**src/hw/rtl/scs1kd_pkg.sv**
```systemverilog
package scs1kd_pkg;

  localparam int QUEUE_SLOTS = 16;
  localparam int QIDX_W      = $clog2(QUEUE_SLOTS);

  localparam logic       OP_SCAN    = 1'b0;
  localparam logic       OP_POP     = 1'b1;

  localparam logic [7:0] BYTE_EXT   = 8'hE0;
  localparam logic [7:0] BYTE_PAUSE = 8'hE1;

  localparam logic [6:0] SC_LSHIFT  = 7'h2A;
  localparam logic [6:0] SC_RSHIFT  = 7'h36;
  localparam logic [6:0] SC_CTRL    = 7'h1D;
  localparam logic [6:0] SC_ALT     = 7'h38;
  localparam logic [6:0] SC_CAPS    = 7'h3A;

  localparam logic [7:0] KC_NONE    = 8'd0;
  localparam logic [7:0] KC_RCTRL   = 8'd138;
  localparam logic [7:0] KC_RALT    = 8'd139;

  localparam logic [1:0] CMD_NONE   = 2'd0;
  localparam logic [1:0] CMD_PUSH   = 2'd1;
  localparam logic [1:0] CMD_POP    = 2'd2;

  typedef struct packed {
    logic [3:0] mods;
    logic [6:0] ascii;
    logic [7:0] key_code;
    logic       pressed;
    logic [7:0] raw;
  } event_t;

  typedef struct packed {
    logic [1:0] kind;
    event_t     ev;
  } cmd_t;

  function automatic logic [7:0] ext_code(input logic [6:0] code);
    case (code)
      7'h48:   return 8'd128;
      7'h50:   return 8'd129;
      7'h4B:   return 8'd130;
      7'h4D:   return 8'd131;
      7'h49:   return 8'd132;
      7'h51:   return 8'd133;
      7'h47:   return 8'd134;
      7'h4F:   return 8'd135;
      7'h52:   return 8'd136;
      7'h53:   return 8'd137;
      7'h1D:   return KC_RCTRL;
      7'h38:   return KC_RALT;
      default: return KC_NONE;
    endcase
  endfunction

  function automatic logic [6:0] plain_ascii(input logic [6:0] code);
    case (code)
      7'h01: return 7'h1B; 7'h02: return 7'h31; 7'h03: return 7'h32; 7'h04: return 7'h33;
      7'h05: return 7'h34; 7'h06: return 7'h35; 7'h07: return 7'h36; 7'h08: return 7'h37;
      7'h09: return 7'h38; 7'h0A: return 7'h39; 7'h0B: return 7'h30; 7'h0C: return 7'h2D;
      7'h0D: return 7'h3D; 7'h0E: return 7'h08; 7'h0F: return 7'h09;
      7'h10: return 7'h71; 7'h11: return 7'h77; 7'h12: return 7'h65; 7'h13: return 7'h72;
      7'h14: return 7'h74; 7'h15: return 7'h79; 7'h16: return 7'h75; 7'h17: return 7'h69;
      7'h18: return 7'h6F; 7'h19: return 7'h70; 7'h1A: return 7'h5B; 7'h1B: return 7'h5D;
      7'h1C: return 7'h0A; 7'h1E: return 7'h61; 7'h1F: return 7'h73;
      7'h20: return 7'h64; 7'h21: return 7'h66; 7'h22: return 7'h67; 7'h23: return 7'h68;
      7'h24: return 7'h6A; 7'h25: return 7'h6B; 7'h26: return 7'h6C; 7'h27: return 7'h3B;
      7'h28: return 7'h27; 7'h29: return 7'h60; 7'h2B: return 7'h5C; 7'h2C: return 7'h7A;
      7'h2D: return 7'h78; 7'h2E: return 7'h63; 7'h2F: return 7'h76;
      7'h30: return 7'h62; 7'h31: return 7'h6E; 7'h32: return 7'h6D; 7'h33: return 7'h2C;
      7'h34: return 7'h2E; 7'h35: return 7'h2F; 7'h37: return 7'h2A; 7'h39: return 7'h20;
      7'h47: return 7'h37; 7'h48: return 7'h38; 7'h49: return 7'h39; 7'h4A: return 7'h2D;
      7'h4B: return 7'h34; 7'h4C: return 7'h35; 7'h4D: return 7'h36; 7'h4E: return 7'h2B;
      7'h4F: return 7'h31; 7'h50: return 7'h32; 7'h51: return 7'h33; 7'h52: return 7'h30;
      7'h53: return 7'h2E;
      default: return 7'h00;
    endcase
  endfunction

  // only the entries that differ from the plain map are listed
  function automatic logic [6:0] shifted_ascii(input logic [6:0] code);
    case (code)
      7'h02: return 7'h21; 7'h03: return 7'h40; 7'h04: return 7'h23; 7'h05: return 7'h24;
      7'h06: return 7'h25; 7'h07: return 7'h5E; 7'h08: return 7'h26; 7'h09: return 7'h2A;
      7'h0A: return 7'h28; 7'h0B: return 7'h29; 7'h0C: return 7'h5F; 7'h0D: return 7'h2B;
      7'h10: return 7'h51; 7'h11: return 7'h57; 7'h12: return 7'h45; 7'h13: return 7'h52;
      7'h14: return 7'h54; 7'h15: return 7'h59; 7'h16: return 7'h55; 7'h17: return 7'h49;
      7'h18: return 7'h4F; 7'h19: return 7'h50; 7'h1A: return 7'h7B; 7'h1B: return 7'h7D;
      7'h1E: return 7'h41; 7'h1F: return 7'h53;
      7'h20: return 7'h44; 7'h21: return 7'h46; 7'h22: return 7'h47; 7'h23: return 7'h48;
      7'h24: return 7'h4A; 7'h25: return 7'h4B; 7'h26: return 7'h4C; 7'h27: return 7'h3A;
      7'h28: return 7'h22; 7'h29: return 7'h7E; 7'h2B: return 7'h7C; 7'h2C: return 7'h5A;
      7'h2D: return 7'h58; 7'h2E: return 7'h43; 7'h2F: return 7'h56;
      7'h30: return 7'h42; 7'h31: return 7'h4E; 7'h32: return 7'h4D; 7'h33: return 7'h3C;
      7'h34: return 7'h3E; 7'h35: return 7'h3F;
      default: return plain_ascii(code);
    endcase
  endfunction

endpackage

```
**src/hw/rtl/scs1kd_if.sv**
```systemverilog
interface scs1kd_in_if;
  logic       valid;
  logic       ready;
  logic       op;
  logic [7:0] scan_byte;

  modport source (output valid, output op, output scan_byte, input ready);
  modport sink   (input valid, input op, input scan_byte, output ready);
endinterface

interface scs1kd_out_if;
  logic       valid;
  logic       ready;
  logic       event_valid;
  logic [7:0] raw_scancode;
  logic       key_pressed;
  logic [7:0] key_code;
  logic [6:0] ascii_char;
  logic [3:0] mod_flags;
  logic       event_dropped;
  logic       queue_nonempty;

  modport source (output valid, output event_valid, output raw_scancode, output key_pressed,
                  output key_code, output ascii_char, output mod_flags, output event_dropped,
                  output queue_nonempty, input ready);
  modport sink   (input valid, input event_valid, input raw_scancode, input key_pressed,
                  input key_code, input ascii_char, input mod_flags, input event_dropped,
                  input queue_nonempty, output ready);
endinterface

```
**src/hw/rtl/scs1kd_front.sv**
```systemverilog
module scs1kd_front (
  input  logic               clk,
  input  logic               rst,
  scs1kd_in_if.sink          in_ch,
  output scs1kd_pkg::cmd_t   cmd,
  output logic               cmd_valid,
  input  logic               cmd_ready
);
  import scs1kd_pkg::*;

  logic shift_held, ctrl_held, alt_held, caps_on, ext_pending;
  logic shift_next, ctrl_next, alt_next, caps_next, ext_next;
  logic       pressed;
  logic [6:0] code;
  logic [6:0] ch;
  logic [7:0] kc;
  logic       take;

  assign in_ch.ready = cmd_ready;
  assign cmd_valid   = in_ch.valid;
  assign take        = in_ch.valid && cmd_ready;
  assign pressed     = !in_ch.scan_byte[7];
  assign code        = in_ch.scan_byte[6:0];

  always_comb begin
    shift_next = shift_held;
    ctrl_next  = ctrl_held;
    alt_next   = alt_held;
    caps_next  = caps_on;
    ext_next   = ext_pending;
    kc         = KC_NONE;
    ch         = 7'h00;
    cmd        = '0;
    if (in_ch.op == OP_POP) begin
      cmd.kind = CMD_POP;
    end else if (in_ch.scan_byte == BYTE_EXT) begin
      ext_next = 1'b1;
      cmd.kind = CMD_NONE;
    end else if (in_ch.scan_byte == BYTE_PAUSE) begin
      cmd.kind = CMD_NONE;
    end else begin
      if (ext_pending) begin
        ext_next = 1'b0;
        kc       = ext_code(code);
        if (kc == KC_RCTRL) begin
          ctrl_next = pressed;
        end else if (kc == KC_RALT) begin
          alt_next = pressed;
        end
      end else begin
        kc = {1'b0, code};
        if (code == SC_LSHIFT || code == SC_RSHIFT) begin
          shift_next = pressed;
        end else if (code == SC_CTRL) begin
          ctrl_next = pressed;
        end else if (code == SC_ALT) begin
          alt_next = pressed;
        end else if (code == SC_CAPS && pressed) begin
          caps_next = !caps_on;
        end
        if (pressed) begin
          ch = shift_next ? shifted_ascii(code) : plain_ascii(code);
          // caps flips letter case: bit 5 separates the two cases
          if (caps_next && ((ch inside {[7'h61:7'h7A]}) || (ch inside {[7'h41:7'h5A]}))) begin
            ch = ch ^ 7'h20;
          end
        end
      end
      cmd.kind        = CMD_PUSH;
      cmd.ev.raw      = in_ch.scan_byte;
      cmd.ev.pressed  = pressed;
      cmd.ev.key_code = kc;
      cmd.ev.ascii    = ch;
      cmd.ev.mods     = {caps_next, alt_next, ctrl_next, shift_next};
    end
  end

  always_ff @(posedge clk) begin
    if (rst) begin
      shift_held  <= 1'b0;
      ctrl_held   <= 1'b0;
      alt_held    <= 1'b0;
      caps_on     <= 1'b0;
      ext_pending <= 1'b0;
    end else if (take) begin
      shift_held  <= shift_next;
      ctrl_held   <= ctrl_next;
      alt_held    <= alt_next;
      caps_on     <= caps_next;
      ext_pending <= ext_next;
    end
  end

endmodule

```
**src/hw/rtl/scs1kd_cmd_fifo.sv**
```systemverilog
module scs1kd_cmd_fifo (
  input  logic               clk,
  input  logic               rst,
  input  scs1kd_pkg::cmd_t   push_cmd,
  input  logic               push_valid,
  output logic               push_ready,
  output scs1kd_pkg::cmd_t   pop_cmd,
  output logic               pop_valid,
  input  logic               pop_ready
);
  import scs1kd_pkg::*;

  cmd_t       slots [2];
  logic       wr_ptr, rd_ptr;
  logic [1:0] count;
  logic       push, pop;

  assign push_ready = (count != 2'd2);
  assign pop_valid  = (count != 2'd0);
  assign pop_cmd    = slots[rd_ptr];
  assign push       = push_valid && push_ready;
  assign pop        = pop_valid && pop_ready;

  always_ff @(posedge clk) begin
    if (rst) begin
      wr_ptr <= 1'b0;
      rd_ptr <= 1'b0;
      count  <= 2'd0;
    end else begin
      if (push) begin
        wr_ptr <= !wr_ptr;
      end
      if (pop) begin
        rd_ptr <= !rd_ptr;
      end
      case ({push, pop})
        2'b10:   count <= count + 2'd1;
        2'b01:   count <= count - 2'd1;
        default: count <= count;
      endcase
    end
  end

  always_ff @(posedge clk) begin
    if (push) begin
      slots[wr_ptr] <= push_cmd;
    end
  end

endmodule

```
**src/hw/rtl/scs1kd_back.sv**
```systemverilog
module scs1kd_back (
  input  logic               clk,
  input  logic               rst,
  input  scs1kd_pkg::cmd_t   cmd,
  input  logic               cmd_valid,
  output logic               cmd_ready,
  scs1kd_out_if.source       out_ch
);
  import scs1kd_pkg::*;

  event_t              store [QUEUE_SLOTS];
  logic [QIDX_W-1:0]   wr_idx, rd_idx, wr_next, rd_next, wr_inc, rd_inc;
  logic                fire, full, empty;
  logic                is_push, pop_hit;

  function automatic logic [QIDX_W-1:0] next_slot(input logic [QIDX_W-1:0] i);
    if (i == QIDX_W'(QUEUE_SLOTS - 1)) begin
      return '0;
    end
    return i + 1'b1;
  endfunction

  assign cmd_ready = !out_ch.valid || out_ch.ready;
  assign fire      = cmd_valid && cmd_ready;
  assign wr_inc    = next_slot(wr_idx);
  assign rd_inc    = next_slot(rd_idx);
  assign full      = (wr_inc == rd_idx);
  assign empty     = (wr_idx == rd_idx);
  assign is_push   = (cmd.kind == CMD_PUSH);
  assign pop_hit   = (cmd.kind == CMD_POP) && !empty;

  always_comb begin
    wr_next = wr_idx;
    rd_next = rd_idx;
    if (fire) begin
      case (cmd.kind)
        CMD_PUSH: if (!full)  wr_next = wr_inc;
        CMD_POP:  if (!empty) rd_next = rd_inc;
        default:  ;
      endcase
    end
  end

  always_ff @(posedge clk) begin
    if (rst) begin
      wr_idx       <= '0;
      rd_idx       <= '0;
      out_ch.valid <= 1'b0;
    end else begin
      wr_idx <= wr_next;
      rd_idx <= rd_next;
      if (fire) begin
        out_ch.valid <= 1'b1;
      end else if (out_ch.ready) begin
        out_ch.valid <= 1'b0;
      end
    end
  end

  // output beat register; a pop reads the store straight into it
  always_ff @(posedge clk) begin
    if (fire) begin
      out_ch.queue_nonempty <= (wr_next != rd_next);
      out_ch.event_valid    <= is_push || pop_hit;
      out_ch.event_dropped  <= is_push && full;
      if (is_push) begin
        out_ch.raw_scancode <= cmd.ev.raw;
        out_ch.key_pressed  <= cmd.ev.pressed;
        out_ch.key_code     <= cmd.ev.key_code;
        out_ch.ascii_char   <= cmd.ev.ascii;
        out_ch.mod_flags    <= cmd.ev.mods;
      end else if (pop_hit) begin
        out_ch.raw_scancode <= store[rd_idx].raw;
        out_ch.key_pressed  <= store[rd_idx].pressed;
        out_ch.key_code     <= store[rd_idx].key_code;
        out_ch.ascii_char   <= store[rd_idx].ascii;
        out_ch.mod_flags    <= store[rd_idx].mods;
      end else begin
        out_ch.raw_scancode <= 8'h00;
        out_ch.key_pressed  <= 1'b0;
        out_ch.key_code     <= 8'h00;
        out_ch.ascii_char   <= 7'h00;
        out_ch.mod_flags    <= 4'h0;
      end
    end
  end

  always_ff @(posedge clk) begin
    if (fire && cmd.kind == CMD_PUSH && !full) begin
      store[wr_idx] <= cmd.ev;
    end
  end

  a_drop_is_event: assert property (@(posedge clk) disable iff (rst)
    out_ch.valid |-> (!out_ch.event_dropped || out_ch.event_valid))
    else $error("dropped flag on a beat without an event");

  a_empty_pop: assert property (@(posedge clk) disable iff (rst)
    (fire && cmd.kind == CMD_POP && empty) |=> !out_ch.event_valid)
    else $error("pop of empty queue returned an event");

  a_full_hold: assert property (@(posedge clk) disable iff (rst)
    (fire && cmd.kind == CMD_PUSH && full) |=> (wr_idx == $past(wr_idx)))
    else $error("write index moved on a dropped event");

  a_reset_empty: assert property (@(posedge clk)
    $past(rst) |-> (wr_idx == rd_idx))
    else $error("queue not empty after reset");

endmodule

```
**src/hw/rtl/scancode_set1_keyboard_decoder.sv**
```systemverilog
// Scancode set 1 keyboard decoder with a queue of key events.
//
// in_ch carries one beat per item: op 0 delivers a raw keyboard byte, op 1
// asks for the oldest queued event. out_ch returns exactly one beat per item,
// in order. Prefix bytes (E0, E1) and pops of an empty queue give a beat
// with event_valid low and only queue_nonempty meaningful.
//
// The command queue takes the input beat and the back registers the result
// into the output register. The decoder takes one item per cycle while
// out_ch is not stalled. The front decodes bytes and tracks the modifier
// state; the back owns the event queue (at most one store access per item)
// and the output register. A two-entry command queue sits between.
//
// Reset clears modifiers, the extended prefix and both queue indexes; the
// event store itself is not cleared and holds nothing readable until written.
// When out_ch stalls the result is held in the output register, the command
// queue absorbs two more items and then in_ch.ready drops.
module scancode_set1_keyboard_decoder (
  input  logic          clk,
  input  logic          rst,
  scs1kd_in_if.sink     in_ch,
  scs1kd_out_if.source  out_ch
);
  import scs1kd_pkg::*;

  cmd_t front_cmd, back_cmd;
  logic front_valid, front_ready;
  logic back_valid, back_ready;

  scs1kd_front u_front (
    .clk       (clk),
    .rst       (rst),
    .in_ch     (in_ch),
    .cmd       (front_cmd),
    .cmd_valid (front_valid),
    .cmd_ready (front_ready)
  );

  scs1kd_cmd_fifo u_cmd_fifo (
    .clk        (clk),
    .rst        (rst),
    .push_cmd   (front_cmd),
    .push_valid (front_valid),
    .push_ready (front_ready),
    .pop_cmd    (back_cmd),
    .pop_valid  (back_valid),
    .pop_ready  (back_ready)
  );

  scs1kd_back u_back (
    .clk       (clk),
    .rst       (rst),
    .cmd       (back_cmd),
    .cmd_valid (back_valid),
    .cmd_ready (back_ready),
    .out_ch    (out_ch)
  );

endmodule
```
**src/flat_wrapper.sv**
```systemverilog
// flat-port wrapper written by rule: the top's interface ports become plain ports
module scancode_set1_keyboard_decoder_flat import scs1kd_pkg::*;
  (clk, rst, in_ch_valid, in_ch_op, in_ch_scan_byte, in_ch_ready, out_ch_valid, out_ch_event_valid, out_ch_raw_scancode, out_ch_key_pressed, out_ch_key_code, out_ch_ascii_char, out_ch_mod_flags, out_ch_event_dropped, out_ch_queue_nonempty, out_ch_ready);
  scs1kd_in_if in_ch_i ();
  scs1kd_out_if out_ch_i ();
  input  logic clk;
  input  logic rst;
  input wire logic [$bits(in_ch_i.valid)-1:0] in_ch_valid;
  input wire logic [$bits(in_ch_i.op)-1:0] in_ch_op;
  input wire logic [$bits(in_ch_i.scan_byte)-1:0] in_ch_scan_byte;
  output wire logic [$bits(in_ch_i.ready)-1:0] in_ch_ready;
  output wire logic [$bits(out_ch_i.valid)-1:0] out_ch_valid;
  output wire logic [$bits(out_ch_i.event_valid)-1:0] out_ch_event_valid;
  output wire logic [$bits(out_ch_i.raw_scancode)-1:0] out_ch_raw_scancode;
  output wire logic [$bits(out_ch_i.key_pressed)-1:0] out_ch_key_pressed;
  output wire logic [$bits(out_ch_i.key_code)-1:0] out_ch_key_code;
  output wire logic [$bits(out_ch_i.ascii_char)-1:0] out_ch_ascii_char;
  output wire logic [$bits(out_ch_i.mod_flags)-1:0] out_ch_mod_flags;
  output wire logic [$bits(out_ch_i.event_dropped)-1:0] out_ch_event_dropped;
  output wire logic [$bits(out_ch_i.queue_nonempty)-1:0] out_ch_queue_nonempty;
  input wire logic [$bits(out_ch_i.ready)-1:0] out_ch_ready;
  assign in_ch_i.valid = in_ch_valid;
  assign in_ch_i.op = in_ch_op;
  assign in_ch_i.scan_byte = in_ch_scan_byte;
  assign in_ch_ready = in_ch_i.ready;
  assign out_ch_valid = out_ch_i.valid;
  assign out_ch_event_valid = out_ch_i.event_valid;
  assign out_ch_raw_scancode = out_ch_i.raw_scancode;
  assign out_ch_key_pressed = out_ch_i.key_pressed;
  assign out_ch_key_code = out_ch_i.key_code;
  assign out_ch_ascii_char = out_ch_i.ascii_char;
  assign out_ch_mod_flags = out_ch_i.mod_flags;
  assign out_ch_event_dropped = out_ch_i.event_dropped;
  assign out_ch_queue_nonempty = out_ch_i.queue_nonempty;
  assign out_ch_i.ready = out_ch_ready;
  scancode_set1_keyboard_decoder u_core (.clk(clk), .rst(rst), .in_ch(in_ch_i), .out_ch(out_ch_i));
endmodule
```
**config.mk**
```make
export PLATFORM = sky130hd
export DESIGN_NAME = scancode_set1_keyboard_decoder_flat
export DESIGN_NICKNAME = d
export VERILOG_FILES = /design/src/hw/rtl/scs1kd_pkg.sv /design/src/hw/rtl/scs1kd_if.sv /design/src/hw/rtl/scs1kd_front.sv /design/src/hw/rtl/scs1kd_cmd_fifo.sv /design/src/hw/rtl/scs1kd_back.sv /design/src/hw/rtl/scancode_set1_keyboard_decoder.sv /design/src/flat_wrapper.sv
export SDC_FILE = /design/constraint.sdc
export NUM_CORES = 1
export LEC_CHECK = 0
export ABC_AREA = 1
export BUFFER_PORTS_ARGS = -buffer_cell sky130_fd_sc_hd__buf_2
export CAP_MARGIN = 20
export CORE_MARGIN = 5
export CORE_UTILIZATION = 30
export DETAILED_ROUTE_END_ITERATION = 10
export GPL_ROUTABILITY_DRIVEN = 0
export SYNTH_ARGS = -nofsm -noshare
export SYNTH_HDL_FRONTEND = slang
export SYNTH_HIERARCHICAL = 1
export SYNTH_SLANG_ARGS = --single-unit
```
**constraint.sdc**
```tcl
create_clock -name clk -period 4.4 [get_ports clk]
set_input_delay 0.22 -clock clk [delete_from_list [all_inputs] [get_ports clk]]
set_output_delay 0.22 -clock clk [all_outputs]
set_load 0.05 [all_outputs]
```
==> results.md <==
- EDFF count, synth: 539
- Reg clk slew, reported paths: approximately 0.060 ns
- Post-synthesis register bit count: between 500 and 600
- Residual DRC count: 0
- Flop pwr share: 0.472
- RSZ-0062 raised after global routing: false
- CP max stage delay: about 0.68 ns
- DRT Pass-1 Iters: 6
- Final Instance Area: between 0.02 and 0.03 mm2
- WL/cell: between 20 and 25 um
- Setup TNS: 0 ns
- Fillers: around 7900
- Setup Buffers After CTS: 0
- Worst hold start: in_ch_scan_byte[7]
- Combinational group share of total power: 0.213
- Pins over their slew limit: 0
- HP Class: in2reg
- Net Count, Synth: about 2100
- Most frequent cells in the layout: edfxtp_1 (539), nor2_1 (306), nand2_1 (283), o21ai_0 (269), nand3_1 (136)
- Antenna Cells: 0
- Port Buffer Count: 45
- Ratio of cells with drive above 1 in the final layout: 0.125
- Vias in the first global route: 16365
- Fin. Hold Viols: 0
- Origin of the worst setup path: u_core/u_back/rd_idx[2]
- Status: finished, final reports clean
- 1st-iter DRT viols: 1967
- Core ar.: around 0.081 mm2
- FP Rows: 104
- Syn-to-layout area delta: 12.8%
- Routed Wire Length: 64.9 mm
- Gates resized, CTS repair: 0
- CP required: 4.71 ns
- Worst Hold End: u_core/u_cmd_fifo/slots[0][8]
- Crit. End Element: register
- I/O pin count: 46
- Worst-margin pin slew: between 1 and 1.5 ns
- Final nets: around 2100
- Sequential cell area: between 0.015 and 0.02 mm2
- Tot Pwr: 14.5 mW
- Detail Route Antenna Nets: 0
- Avg Vias per Cell: 5.29
- Latest clock arrival within the worst-skew pair: 0.63 ns
- Post-route setup slack: 1.13 ns
- WS Path Type: reg2reg
- Post-synthesis sequential area ratio: 0.679
- Netlist cell types: between 40 and 50
- CTS buffer count: 55
- Final setup vio count: 0
- Most used DFF post-synth: edfxtp_1
- Synth warn: 6
- VDD IR max: ~0.00062 V
- Dpl hpwl: between 30 and 40 mm
- RR Startpoint: u_core/u_back/rd_idx[2]
- Clock Path Buffers: 3
- Placed Area: around 0.026 mm2
- FF-to-FF setup slack: around 1.1 ns
- Largest net degree at the start of global routing: between 200 and 250
- Skew final: 0.0351 ns
- CP dominant cell by count: nand2_1
- Crit-path max FO: 28
- Vias: 16881
- Worst slew margin: 0.187
- Clock share of power: 0.316
- Most common cell after layout, fill and taps aside: edfxtp_1
- CP Cell Sequence: inv_2 -> nand2_1 -> nand3_1 -> nand2_1 -> nor2_4 -> nand3_4 -> nand2_4 -> inv_1 -> nand2_1 -> nor2_4 -> buf_4
- Die ar.: just under 0.09 mm2
- Root buffer cell: clkbuf_16
- Initial core utilization: 0.303
- Pre-CTS WS: approximately 1.1 ns
- Die Ht: a little under 300 um
- Switching share of power: 0.311
- Synth Cell Area: 0.0244 mm2
- H-tree depth: 2
- GRT Overall Usage: 0.144
- Synth Instances: ~2100
- Minimum clock period: about 3.3 ns
- LEAKAGE: about 9.5 nW
- CTS hold repair buffers: 5
- WP data arrival: roughly 3.6 ns
- Chip Width: a little under 300 um
- Sw power: 4.52 mW
- Total gr overflow: 0
- Worst hold stages: 2
- Area of the multi-input gates: a little over 0.007 mm2
- R2R cell count: 11
- Initial antenna violation count: 0
- Fraction of the cycle the final worst path needs: 0.742
- Pwr dens: 528 mW/mm2
- Global-route wire length before repair: ~100 mm
- Reg2Reg Capture Point: u_core/u_back/store[10][5]
- Pint: around 10 mW
- Synth Area per Inst: about 12 um2
- Fmax: just over 300 MHz
- Num Clock Sinks: between 500 and 600
- CTS tree: done
- Maximum capacitance violations: 0
- Startpoint Class: register
- Worst path slowest cell: nor2_4
- Asr flop ratio synth: 0
area by class of cell:
class,count,share of cell area
Multi-Input combinational cell,1331,0.256
Clock buffer,71,0.0525
Tap cell,1060,0.0482
Inverter,75,0.0104
Timing Repair Buffer,73,0.0194
Clock inverter,26,0.0113
Sequential cell,558,0.602
registers in the layout (all words and copies together), names as in the netlist, 2 cells and up, named ones only:
name,flops
u_core/u_back/store,448
u_core/u_back/wr_idx,4
u_core/u_back/out_ch.key_code,8
u_core/u_back/out_ch.ascii_char,7
u_core/u_cmd_fifo/slots,60
u_core/u_cmd_fifo/count,2
u_core/u_back/out_ch.raw_scancode,8
u_core/u_back/rd_idx,4
u_core/u_back/out_ch.mod_flags,4
layer usage:
metal | up-vias | wire (um) | global-route usage
met4 | 0 | 1690 | 0.0365
met3 | 144 | 5410 | 0.0284
met1 | 8303 | 28500 | 0.205
li1 | 7598 | - | -
met5 | - | 0 | 0
met2 | 836 | 29300 | 0.228
metrics by stage:
stage          hold WS (ns)   util  std cells
3_3_place_gp          0.482  0.318       3088
4_1_cts              0.0229  0.340       3191
6_report             0.0753  0.341       3194
3_5_place_dp          0.494  0.318       3089
5_1_grt              0.0475  0.341       3194
2_1_floorplan         0.289      -       2087
kinds of logic after synthesis:
logic type / count (synthesis) / share of synthesized area
XOR/XNOR: 2 / 0.000718
adder cells (fa/ha/maj): 18 / 0.00923
AO/OA/AOI/OAI: 453 / 0.107
AND/OR/NAND/NOR: 828 / 0.148
flip-flops: 558 / 0.679
buffers and inverters: 198 / 0.0379
multiplexers: 30 / 0.0185
critical path: cells and delay by family (launching register included):
family / cells / cell delay, ns
simple gates: 8 / 1.59
buf+inv: 3 / 0.82
flops: 1 / 0.54
power groups by stage:
stage	Sequential (mW)	Clock (mW)	Combinational [mW]
2_1_floorplan	7.47	0	1.54
3_5_place_dp	6.98	0	3.09
5_1_grt	6.89	4.93	3.32
3_3_place_gp	6.98	0	3.04
4_1_cts	6.87	4.70	3.11
6_report	6.86	4.59	3.09
cells in the mapped netlist (all sizes together) (2+ instances only):
master / instances / area [um2]
edfxtp: 539 / 16200
xor2: 2 / 17.5
o21ai: 276 / 1390
nor2: 341 / 1350
o22ai: 61 / 382
a21oi: 35 / 179
nand3b: 3 / 26.3
nand3: 146 / 803
dfxtp: 19 / 380
mux2: 30 / 450
o211ai: 17 / 128
clkbuf: 67 / 254
o2111ai: 2 / 17.5
nand2: 305 / 1220
a31oi: 3 / 18.8
nor3: 14 / 75.1
inv: 74 / 280
ha: 18 / 225
o221ai: 54 / 473
nand4: 15 / 100
buf: 56 / 387
worst max-delay path by stage:
| stage | depth (start not counted) | endpoint | slack, ns |
|---|---|---|---|
| detailed placement | 11 | u_core/u_back/store[10][5] | 1.15 |
| global placement | 10 | u_core/u_back/store[14][15] | 1.18 |
| finish | 11 | u_core/u_back/store[10][5] | 1.13 |
| CTS | 10 | u_core/u_back/store[14][23] | 1.14 |
| global route | 10 | u_core/u_back/store[14][23] | 0.94 |
| floorplan | 9 | u_core/u_back/store[0][0] | 1.21 |
(Power assumes the default switching activity.)
